<file path="src/sv/ps2hds_pkg.sv">
// ----------------------------------------------------------------------------
// ps2hds_pkg
// Shared types, register codes and frame helpers for the PS/2 host probe.
// ----------------------------------------------------------------------------
package ps2hds_pkg;

  // Frame and field widths
  localparam int FRAME_BITS  = 11;
  localparam int BIT_CNT_W   = 4;
  localparam int PH_TMR_W    = 19;
  localparam int CMD_TMR_W   = 16;
  localparam int CFG_IDX_W   = 3;
  localparam int CFG_DATA_W  = 19;

  // Configuration register indexes
  localparam logic [CFG_IDX_W-1:0] REG_TIMEOUT     = 3'd0;
  localparam logic [CFG_IDX_W-1:0] REG_IDLE_HIGH   = 3'd1;
  localparam logic [CFG_IDX_W-1:0] REG_INHIBIT     = 3'd2;
  localparam logic [CFG_IDX_W-1:0] REG_ROUND_DELAY = 3'd3;
  localparam logic [CFG_IDX_W-1:0] REG_MAX_ROUNDS  = 3'd4;

  // Reset values of the registers
  localparam logic [15:0] TIMEOUT_RST     = 16'd30000;
  localparam logic [15:0] IDLE_HIGH_RST   = 16'd10000;
  localparam logic [11:0] INHIBIT_RST     = 12'd500;
  localparam logic [18:0] ROUND_DELAY_RST = 19'd350000;
  localparam logic [2:0]  MAX_ROUNDS_RST  = 3'd5;

  // Probe commands
  localparam logic [7:0] CMD_PROBE_A = 8'h77;
  localparam logic [7:0] CMD_PROBE_B = 8'hFF;

  typedef struct packed {
    logic kind;
    logic clk_line;
  } in_item_t;

  typedef struct packed {
    logic clk_drive;
    logic clk_level;
    logic data_drive;
    logic data_level;
    logic busy_res;
    logic finished;
    logic detected;
  } out_item_t;

  typedef struct packed {
    logic [15:0] timeout_us;
    logic [15:0] idle_high_us;
    logic [11:0] inhibit_us;
    logic [18:0] round_delay_us;
    logic [2:0]  max_rounds;
  } cfg_t;

  // Command byte for a position in the round; the spare slot repeats 0x77
  function automatic logic [7:0] probe_byte(input logic [1:0] idx);
    logic [7:0] b;
    begin
      case (idx)
        2'd1:    b = CMD_PROBE_B;
        default: b = CMD_PROBE_A;
      endcase
      return b;
    end
  endfunction

  // Build start, data LSB first, odd parity, stop
  function automatic logic [FRAME_BITS-1:0] build_frame(input logic [7:0] b);
    begin
      return {1'b1, ~(^b), b, 1'b0};
    end
  endfunction

endpackage

</file>
<file path="src/sv/ps2hds_cfg.sv">
// ----------------------------------------------------------------------------
// ps2hds_cfg
// Configuration register file, written one register per handshake.
// ----------------------------------------------------------------------------
module ps2hds_cfg (
  input  logic                              clk,
  input  logic                              rst_n,
  input  logic                              wr_en,
  input  logic [ps2hds_pkg::CFG_IDX_W-1:0]  wr_index,
  input  logic [ps2hds_pkg::CFG_DATA_W-1:0] wr_data,
  output ps2hds_pkg::cfg_t                  cfg
);
  import ps2hds_pkg::*;

  cfg_t cfg_r;

  // Load the addressed register; unknown indexes are dropped
  always_ff @(posedge clk) begin
    if (!rst_n) begin
      cfg_r.timeout_us     <= TIMEOUT_RST;
      cfg_r.idle_high_us   <= IDLE_HIGH_RST;
      cfg_r.inhibit_us     <= INHIBIT_RST;
      cfg_r.round_delay_us <= ROUND_DELAY_RST;
      cfg_r.max_rounds     <= MAX_ROUNDS_RST;
    end else if (wr_en) begin
      case (wr_index)
        REG_TIMEOUT:     cfg_r.timeout_us     <= wr_data[15:0];
        REG_IDLE_HIGH:   cfg_r.idle_high_us   <= wr_data[15:0];
        REG_INHIBIT:     cfg_r.inhibit_us     <= wr_data[11:0];
        REG_ROUND_DELAY: cfg_r.round_delay_us <= wr_data[18:0];
        REG_MAX_ROUNDS:  cfg_r.max_rounds     <= wr_data[2:0];
        default: ;
      endcase
    end
  end

  assign cfg = cfg_r;

endmodule

</file>
<file path="src/sv/ps2hds_core.sv">
// ----------------------------------------------------------------------------
// ps2hds_core
// Sequencer state and its single-pass update for one accepted item.
// ----------------------------------------------------------------------------
module ps2hds_core (
  input  logic                  clk,
  input  logic                  rst_n,
  input  logic                  item_en,
  input  ps2hds_pkg::in_item_t  item,
  input  ps2hds_pkg::cfg_t      cfg,
  output ps2hds_pkg::out_item_t res
);
  import ps2hds_pkg::*;

  typedef enum logic [2:0] {
    PH_IDLE    = 3'd0,
    PH_ROUND   = 3'd1,
    PH_HIGH    = 3'd2,
    PH_INHIBIT = 3'd3,
    PH_SHIFT   = 3'd4
  } phase_t;

  typedef struct packed {
    phase_t                phase;
    logic [2:0]            round_count;
    logic [1:0]            command_index;
    logic [FRAME_BITS-1:0] frame_shift;
    logic [BIT_CNT_W-1:0]  bit_count;
    logic                  wait_for_high;
    logic [PH_TMR_W-1:0]   phase_timer;
    logic [CMD_TMR_W-1:0]  command_timer;
    logic                  found_flag;
  } state_t;

  state_t               st_r, st_nxt;
  logic                 ended;
  logic [PH_TMR_W-1:0]  tmr_inc;
  logic [CMD_TMR_W-1:0] cmd_inc;
  logic [1:0]           ci_inc;
  logic [2:0]           rc_inc;
  logic [BIT_CNT_W-1:0] bc_inc;

  // Load a fresh send for the given command slot
  function automatic state_t start_send(input state_t s, input logic [1:0] ci);
    state_t t;
    begin
      t               = s;
      t.command_index = ci;
      t.phase         = PH_HIGH;
      t.phase_timer   = '0;
      t.command_timer = '0;
      t.frame_shift   = build_frame(probe_byte(ci));
      t.bit_count     = '0;
      t.wait_for_high = 1'b0;
      return t;
    end
  endfunction

  // Next state for the accepted item
  always_comb begin
    st_nxt  = st_r;
    ended   = 1'b0;
    tmr_inc = st_r.phase_timer + PH_TMR_W'(1);
    cmd_inc = (st_r.command_timer == '1) ? st_r.command_timer
                                         : st_r.command_timer + CMD_TMR_W'(1);
    ci_inc  = st_r.command_index + 2'd1;
    rc_inc  = st_r.round_count + 3'd1;
    bc_inc  = st_r.bit_count + BIT_CNT_W'(1);
    if (item.kind) begin
      if (st_r.phase == PH_IDLE) begin
        st_nxt.round_count   = '0;
        st_nxt.command_index = '0;
        st_nxt.found_flag    = 1'b0;
        st_nxt.phase         = PH_ROUND;
        st_nxt.phase_timer   = '0;
      end
    end else begin
      case (st_r.phase)
        PH_IDLE: ;
        PH_ROUND: begin
          st_nxt.phase_timer = tmr_inc;
          if (tmr_inc >= cfg.round_delay_us) begin
            st_nxt = start_send(st_r, st_r.command_index);
          end
        end
        PH_HIGH: begin
          st_nxt.command_timer = cmd_inc;
          st_nxt.phase_timer   = tmr_inc;
          if (tmr_inc >= PH_TMR_W'(cfg.idle_high_us)) begin
            st_nxt.phase       = PH_INHIBIT;
            st_nxt.phase_timer = '0;
          end
        end
        PH_INHIBIT: begin
          st_nxt.command_timer = cmd_inc;
          st_nxt.phase_timer   = tmr_inc;
          if (tmr_inc >= PH_TMR_W'(cfg.inhibit_us)) begin
            st_nxt.phase       = PH_SHIFT;
            st_nxt.phase_timer = '0;
          end
        end
        PH_SHIFT: begin
          st_nxt.command_timer = cmd_inc;
          if (cmd_inc >= cfg.timeout_us) begin
            // Send timed out: next command, next round or give up
            st_nxt.command_index = ci_inc;
            if (ci_inc != 2'd3) begin
              st_nxt = start_send(st_nxt, ci_inc);
            end else begin
              st_nxt.round_count = rc_inc;
              if (rc_inc >= cfg.max_rounds) begin
                st_nxt.phase      = PH_IDLE;
                st_nxt.found_flag = 1'b0;
                ended             = 1'b1;
              end else begin
                st_nxt.command_index = '0;
                st_nxt.phase         = PH_ROUND;
                st_nxt.phase_timer   = '0;
              end
            end
          end else if (!st_r.wait_for_high) begin
            if (!item.clk_line) begin
              st_nxt.wait_for_high = 1'b1;
            end
          end else if (item.clk_line) begin
            // Low-then-high seen: advance to the next frame bit
            st_nxt.frame_shift   = st_r.frame_shift >> 1;
            st_nxt.bit_count     = bc_inc;
            st_nxt.wait_for_high = 1'b0;
            if (bc_inc >= BIT_CNT_W'(FRAME_BITS)) begin
              st_nxt.phase      = PH_IDLE;
              st_nxt.found_flag = 1'b1;
              ended             = 1'b1;
            end
          end
        end
        default: st_nxt.phase = PH_IDLE;
      endcase
    end
  end

  // Line drive and status from the updated state
  always_comb begin
    res = '0;
    case (st_nxt.phase)
      PH_HIGH: begin
        res.clk_drive  = 1'b1;
        res.clk_level  = 1'b1;
        res.data_drive = 1'b1;
        res.data_level = 1'b1;
      end
      PH_INHIBIT: begin
        res.clk_drive  = 1'b1;
        res.data_drive = 1'b1;
        res.data_level = 1'b1;
      end
      PH_SHIFT: begin
        res.data_drive = 1'b1;
        res.data_level = st_nxt.frame_shift[0];
      end
      default: ;
    endcase
    res.busy_res = (st_nxt.phase != PH_IDLE);
    res.finished = ended;
    res.detected = st_nxt.found_flag;
  end

  // Hold state; advance only on an accepted item
  always_ff @(posedge clk) begin
    if (!rst_n) begin
      st_r <= '{phase: PH_IDLE, default: '0};
    end else if (item_en) begin
      st_r <= st_nxt;
    end
  end

endmodule

</file>
<file path="src/sv/ps2hds_out_reg.sv">
// ----------------------------------------------------------------------------
// ps2hds_out_reg
// Result register with valid/stall handshake toward the consumer.
// ----------------------------------------------------------------------------
module ps2hds_out_reg (
  input  logic                  clk,
  input  logic                  rst_n,
  input  logic                  load,
  input  ps2hds_pkg::out_item_t load_data,
  output logic                  full,
  input  logic                  take_stall,
  output logic                  out_valid,
  output ps2hds_pkg::out_item_t out_data
);
  import ps2hds_pkg::*;

  logic      valid_r;
  out_item_t data_r;

  // Slot frees when empty or when the held item leaves this cycle
  assign full = valid_r & take_stall;

  // Track occupancy
  always_ff @(posedge clk) begin
    if (!rst_n) begin
      valid_r <= 1'b0;
    end else if (load) begin
      valid_r <= 1'b1;
    end else if (!take_stall) begin
      valid_r <= 1'b0;
    end
  end

  // Capture the new item
  always_ff @(posedge clk) begin
    if (load) begin
      data_r <= load_data;
    end
  end

  assign out_valid = valid_r;
  assign out_data  = data_r;

endmodule

</file>
<file path="src/sv/ps2hds_sender.sv">
// ----------------------------------------------------------------------------
// ps2_host_detect_sender
// PS/2 host-side device probe driving clock and data line controls.
// ----------------------------------------------------------------------------
// Feed one item per microsecond: a tick carrying the sampled clock line, or a
// start command. Each accepted item yields exactly one result showing the line
// drives and status after that item. The block takes one item per clock cycle
// unless in_stall is high; the state update is a single pass from the state
// registers into the result register, so out_valid rises in the cycle after
// acceptance. in_stall is raised only while a result is held and out_stall is
// high. Register writes are applied at once and may be issued at any time.
module ps2_host_detect_sender (
  input  logic                              clk,
  input  logic                              rst_n,
  input  logic                              in_valid,
  output logic                              in_stall,
  input  ps2hds_pkg::in_item_t              in_data,
  output logic                              out_valid,
  input  logic                              out_stall,
  output ps2hds_pkg::out_item_t             out_data,
  input  logic                              cfg_valid,
  output logic                              cfg_ready,
  input  logic [ps2hds_pkg::CFG_IDX_W-1:0]  cfg_index,
  input  logic [ps2hds_pkg::CFG_DATA_W-1:0] cfg_data
);
  import ps2hds_pkg::*;

  cfg_t      cfg;
  out_item_t res;
  logic      accept;
  logic      slot_full;

  assign cfg_ready = 1'b1;
  assign in_stall  = slot_full;
  assign accept    = in_valid & ~slot_full;

  // Configuration registers
  ps2hds_cfg u_cfg (
    .clk      (clk),
    .rst_n    (rst_n),
    .wr_en    (cfg_valid & cfg_ready),
    .wr_index (cfg_index),
    .wr_data  (cfg_data),
    .cfg      (cfg)
  );

  // Sequencer
  ps2hds_core u_core (
    .clk     (clk),
    .rst_n   (rst_n),
    .item_en (accept),
    .item    (in_data),
    .cfg     (cfg),
    .res     (res)
  );

  // Result register
  ps2hds_out_reg u_out (
    .clk        (clk),
    .rst_n      (rst_n),
    .load       (accept),
    .load_data  (res),
    .full       (slot_full),
    .take_stall (out_stall),
    .out_valid  (out_valid),
    .out_data   (out_data)
  );

  // Every accepted item produces a result next cycle
  a_accept_result: assert property (@(posedge clk) disable iff (!rst_n)
    accept |=> out_valid)
    else $error("accepted item produced no result");

  // Input is stalled while a stalled result is waiting
  a_stall_blocks: assert property (@(posedge clk) disable iff (!rst_n)
    out_valid && out_stall |-> in_stall)
    else $error("input accepted while result stalled");

  // The end pulse only appears with the sequence idle
  a_finish_idle: assert property (@(posedge clk) disable iff (!rst_n)
    out_valid && out_data.finished |-> !out_data.busy_res)
    else $error("finished while busy");

  // No detection result is shown while a sequence runs
  a_busy_no_detect: assert property (@(posedge clk) disable iff (!rst_n)
    out_valid && out_data.busy_res |-> !out_data.detected)
    else $error("detected while busy");

  // Released lines read as zero level
  a_released_low: assert property (@(posedge clk) disable iff (!rst_n)
    out_valid |-> (out_data.clk_drive || !out_data.clk_level) &&
                  (out_data.data_drive || !out_data.data_level))
    else $error("level set on released line");

endmodule

</file>
<file path="config.mk">
export PLATFORM = sky130hd
export DESIGN_NAME = ps2_host_detect_sender
export DESIGN_NICKNAME = d
export VERILOG_FILES = /design/src/sv/ps2hds_pkg.sv /design/src/sv/ps2hds_cfg.sv /design/src/sv/ps2hds_core.sv /design/src/sv/ps2hds_out_reg.sv /design/src/sv/ps2hds_sender.sv
export SDC_FILE = /design/constraint.sdc
export NUM_CORES = 1
export LEC_CHECK = 0
export BUFFER_PORTS_ARGS = -buffer_cell sky130_fd_sc_hd__buf_2
export CAP_MARGIN = 40
export CORE_MARGIN = 4
export CORE_UTILIZATION = 36
export CTS_BUF_LIST = sky130_fd_sc_hd__clkbuf_8
export DETAILED_ROUTE_END_ITERATION = 7
export GPL_ROUTABILITY_DRIVEN = 0
export GPL_TIMING_DRIVEN = 0
export PLACE_DENSITY_LB_ADDON = 0.2
export SYNTH_ARGS = -nofsm -noshare
export SYNTH_HDL_FRONTEND = slang
export SYNTH_SLANG_ARGS = --single-unit
export TNS_END_PERCENT = 5
</file>
<file path="constraint.sdc">
create_clock -name clk -period 6.14 [get_ports clk]
set_input_delay 1.228 -clock clk [delete_from_list [all_inputs] [get_ports clk]]
set_output_delay 1.228 -clock clk [all_outputs]
set_load 0.01 [all_outputs]
</file>
# Word level (Yosys, flattened, before mapping)
# Index checks and enable logic that the tools add are counted.
[word_totals] register_bits=134 latchBits=0 ram_bits=0 rom_bits=0 in_bits=29 out_inout_bits=10 wordCells=150 n_memories=0
[op_classes] add_sub_neg=5 multipliers=0 n_div=0 magnitude_cmp=6 n_eq_ne=25 n_shift=0 muxes=61 bitwise_logic=7 reduce_logical=23
[op_table] cell="35-bit one-hot mux with 4 select lines" count=1
[op_table] cell="19-bit 2-to-1 mux" count=6
[op_table] cell="8-bit 2-to-1 mux" count=12
[op_table] cell="16-bit 2-to-1 mux" count=5
[op_table] cell="60-bit 2-to-1 mux" count=1
[op_table] cell="21-bit one-hot mux with 2 select lines" count=1
[op_table] cell="35-bit 2-to-1 mux" count=1
[op_table] cell="1-bit 2-to-1 mux" count=21
[op_table] cell="19-bit by 1-bit adder with 19-bit output (second input constant)" count=1
[op_table] cell="19-bit by 12-bit greater-or-equal comparator with 1-bit output" count=1
[op_table] cell="19-bit by 16-bit greater-or-equal comparator with 1-bit output" count=1
[op_table] cell="19-bit greater-or-equal comparator" count=1
[op_table] cell="3-bit by 2-bit equality test with 1-bit output (second input constant)" count=6
[op_table] cell="3-bit 2-to-1 mux" count=6
[op_table] cell="16-bit by 1-bit adder with 16-bit output (second input constant)" count=1
[op_table] cell="16-bit equality test (second input constant)" count=1
[op_table] cell="16-bit greater-or-equal comparator" count=1
[op_table] cell="8-bit parity" count=2
[op_table] cell="15-bit 2-to-1 mux" count=1
[op_table] cell="3-bit one-hot mux with 5 select lines" count=1
[op_table] cell="5-bit AND reduction" count=3
[op_table] cell="2-bit AND reduction" count=5
[op_table] cell="3-bit equality test (second input constant)" count=3
[op_table] cell="7-bit AND reduction" count=1
[op_table] cell="other kinds (28)" count=44

# Depth between registers and ports, before layout
[logic_depth] word_depth=16 mapped_depth=20 ltp_nobuf=18

# Cells and area by module
# From an unflattened synthesis, not the netlist that was laid out.
[hier_totals] cells_unflattened=1003 hier_area_um2=8513.2
[by_module_without_submodules] module="ps2hds_core" n_inst=1 cells_each=738 area_per_inst_um2=5616.6 seq_area_each_um2=1201.2
[by_module_without_submodules] module="ps2hds_cfg" n_inst=1 cells_each=252 area_per_inst_um2=2625.0 seq_area_each_um2=1321.3
[by_module_without_submodules] module="ps2hds_out_reg" n_inst=1 cells_each=10 area_per_inst_um2=246.5 seq_area_each_um2=230.2
[by_module_without_submodules] module="ps2_host_detect_sender" n_inst=1 cells_each=3 area_per_inst_um2=25.0 seq_area_each_um2=0.0

# Least setup slack after synthesis
# No wires, ideal clock.
[synth_timing] path_type="flip-flop to flip-flop" startpoint="register u_core.st_r[1] (netlist name)" endpoint="register u_core.st_r[3] (netlist name)" setup_ns=0.115 arrival_ns=4.093 required_ns=6.025 slack_ns=1.932 stages_incl_launch_ff=20 path_buffers=2 period_less_slack_ns=4.208 cell_sequence="dfxtp_1 > ha_1 > and3_1 > nand4_1 > or3_1 > nor2b_1 > and2_1 > nand2_1 > xnor2_1 > ha_1 > a21oi_1 > nand2_1 > a21oi_1 > or4_1 > clkbuf_1 > a21oi_1 > o21ai_1 > clkbuf_1 > and3_1 > o21a_1"
[synth_via] elab_chain_len=5 word_cells_on_any_way=7 classes_between="add/sub (1); order compare (1); eq/ne (1); mux (4)"
[synth_rtl] element="start, declared" line_no="ps2hds_core.sv:35" source="state_t st_r, st_nxt;"
[synth_rtl] element="start signal, assigned" line_no="ps2hds_core.sv:173" source="st_r <= st_nxt;"
[synth_rtl] element="16-bit by 1-bit adder with 16-bit output / 16-bit equality test (equally long branches)" line_no="ps2hds_core.sv:65, ps2hds_core.sv:64"
[synth_rtl] element="16-bit 2-to-1 mux *" line_no="ps2hds_core.sv:64" source="cmd_inc = (st_r.command_timer == '1) ? st_r.command_timer"
[synth_rtl] element="16-bit greater-or-equal comparator / 16-bit 2-to-1 mux (equally long branches)" line_no="ps2hds_core.sv:104, ps2hds_core.sv:107"
[synth_rtl] element="35-bit 2-to-1 mux" line_no="ps2hds_core.sv:104" source="if (cmd_inc >= cfg.timeout_us) begin"
[synth_rtl] element="35-bit one-hot mux with 4 select lines *" line_no="ps2hds_core.sv:78" source="case (st_r.phase)"
# Mark *: on every way between the ends. The rest lies on a longest branch, timed or not. The select of a mux whose other input is x is not followed.
# A chain may end at the register's enable or synchronous reset.

# Worst setup path after layout
[layout_timing] startpoint="register u_core.st_r[1] (netlist name)" endpoint="register u_core.st_r[9] (netlist name)"
# Same word-level chain as after synthesis.

==> flow_metrics.tcl <==
set metrics [dict create \
    status "finished clean" \
    clock-sinks 134 \
    num_vias 7314 \
    boundaryPins 39 \
    post_drt_wl_per_cell_um 17.1 \
    postCtsHoldBufs 0 \
    grt_pass1_vias 6854 \
    synthesis.nets 1099 \
    tritoncts "yes" \
    num_antenna_cells 0 \
    total_power_w 0.00189 \
    dp_hpwl_mm 17.3 \
    drv_slew 0 \
    dieWidth_um 158 \
    clk_latency_ns 0.46 \
    dieArea_um2 25000 \
    cts_root_buf "clkbuf_8" \
    synth_top_area_share_pct 31.3 \
    cts_setup_buffers 0 \
    worst_setup_path_start_kind "flop" \
    clkTransAtPathRegs_ns 0.08 \
    leakage_nw 3.84 \
    rsz0062_at_grt "false" \
    grt_pass1_wl_mm 36.8 \
    fillers 2274 \
    synth_cells 1001 \
    num_rows 54 \
    drtPass1Iterations 5 \
    synth.top_cells.by_count "nand2_1 (173), dfxtp_1 (127), inv_1 (79)" \
    synth_top_cell_by_area "dfxtp_1" \
    grt_max_degree 17 \
    p_per_area_nw_per_um2 208 \
    cts-resized-gates 0 \
    yosysMostFrequentCell "nand2_1" \
    reg2reg_slack_ns 0.76 \
    cap_violations 0 \
    core_um2 22000 \
    routed_wl_mm 23.1 \
    crit_path_max_fanout 10 \
    setup_viol 0 \
    whs_ns 0.458 \
    synth_edf_count 7 \
    initial_utilization_pct 36.9 \
    ant_nets 0 \
    drtIter0Drc 539 \
    drt-vias-per-instance 5.42 \
    grt_usage_pct 18.9 \
    final_hold_viol_count 0 \
    synth_area_leaders "dfxtp_1 (31%), ha_1 (11%), nand2_1 (8.0%), a21oi_1 (4.8%), inv_1 (3.6%)" \
    synth_flop_cell "dfxtp_1" \
    nNetsFinal 1154 \
    setup_tns_ns 0 \
    slew_headroom_pct 43.2 \
    fin_crit_sh_pct 87.7 \
    end_kind "flop" \
    synth.distinct_cells 71 \
    period_minus_slack_ns 5.38 \
    synthArstFlopShare_pct 0 \
    criticalPathCategory "flop to flop" \
    vdd_drop_max_v 0.000108 \
    portBuffers 36 \
    antenna_found_initial 0 \
    ys_ff_latch 134 \
    finalClockSkew_ns 0.0150 \
    die_height_um 158 \
    fmax_mhz 186 \
    synth_area_um2 8130 \
    ys_warn_count 0 \
    htree_num_levels 4 \
    syn2layout_area_growth_pct 11.8 \
    worstPathArrival_ns 5.74 \
    hp-class "flop to flop" \
    layout-drive-gt1-share_pct 9.17 \
    numCtsBuffers 17 \
    ys_seq_area_share_pct 33.9 \
    postSynthAreaPerCell_um2 8.12 \
    cp.required_ns 6.49 \
    clockBufferDepth 2 \
    worstMarginPinSlew_ns 0.852 \
    final_util_pct 41.2 \
    grt_remaining_overflow 0 \
    drcViolationCount 0 \
]
[registers in the layout, summed over array words and instances, names as in the netlist]
signal           cells
u_core.st_r         60
u_out.out_data       7
u_out.out_valid      1
u_cfg.cfg           66
[layout make-up]
cell class / count / area (um2) / area share [%]
tap: 280 / 350 / 3.86
inverter: 81 / 304 / 3.35
multi-input combinational: 730 / 4830 / 53.1
clock inverter: 12 / 151 / 1.67
sequential: 134 / 2750 / 30.3
timing repair buffer: 36 / 180 / 1.98
clock buffer: 20 / 275 / 3.03
buffer: 56 / 241 / 2.66
[metal layers]
layer  vias up  global-route usage, %  routed length, um
li1       3697                      -                  -
met1      3438                   26.9              11400
met2       156                   29.7              10400
met3        23                   2.71                996
met4         0                   5.56                366
met5         -                      0                  0
[layout by cell type, fill, tap and decap left out, types with 11 or more instances in the layout]
cell type  instances
mux2i_1           11
clkbuf_1          39
a31oi_1           14
o211ai_1          39
ha_1              69
nor3_1            15
dfxtp_1          127
o21ai_0           20
nand4_1           22
and3_1            16
o21a_1            13
and2_1            14
inv_1             81
clkbuf_8          20
buf_2             46
a21oi_1           78
xnor2_1           24
nand2_1          173
nand3_1           26
nor2_1            38
a21o_1            12
[critical path: stages (launching register included)]
cell and delay, ns:
dfxtp_1 0.41, ha_1 0.29, and3_1 0.22, nand4_1 0.18, or3_1 0.40, clkbuf_1 0.24, nand3_1 0.23, nor2_1 0.08
xnor2_1 0.27, ha_1 0.23, nor3_1 0.06, nand2_1 0.06, a21oi_1 0.04, or4_1 0.54, clkbuf_1 0.18, a21oi_1 0.65
o21ai_1 0.44, clkbuf_1 0.35, and3_1 0.26, o21a_1 0.16
[power by group]
group	leakage, nW	switching (W)	internal (W)
registers	1.10	0.00000895	0.000896
logic	2.53	0.000117	0.0000525
clock network	0.214	0.000379	0.000433
[logic make-up after synthesis]
family / Yosys count / share of synthesized area [%]
AO/OA/AOI/OAI: 257 / 21.8
AND/OR/NAND/NOR: 358 / 21.8
buffers and inverters: 137 / 6.71
XOR/XNOR: 34 / 3.83
multiplexers: 11 / 1.36
flip-flops: 134 / 33.9
other: 1 / 0.0462
adder cells (fa/ha/maj): 69 / 10.6
[path summary, 6_finish.rpt]
| check | from | endpoint | cells past startpoint |
|---|---|---|---|
| worst max register to register | u_core.st_r[1] | u_core.st_r[9] | 19 |
| worst min register to register | u_cfg.cfg[61] | u_cfg.cfg[61] | 2 |
| worst max-delay path | u_core.st_r[1] | u_core.st_r[9] | 19 |
| worst min-delay path | u_cfg.cfg[61] | u_cfg.cfg[61] | 2 |
[per-stage QoR]
stage / instances / worst slack, ns / instance area (um2)
finish: 1349 / 0.756 / 9080
global route: 1349 / 0.283 / 9080
CTS: 1349 / 0.722 / 9080
detailed placement: 1317 / 0.758 / 8660
global placement: 1317 / 0.774 / 8660
floorplan: 1001 / 1.93 / 8130
(Power assumes the default switching activity.)
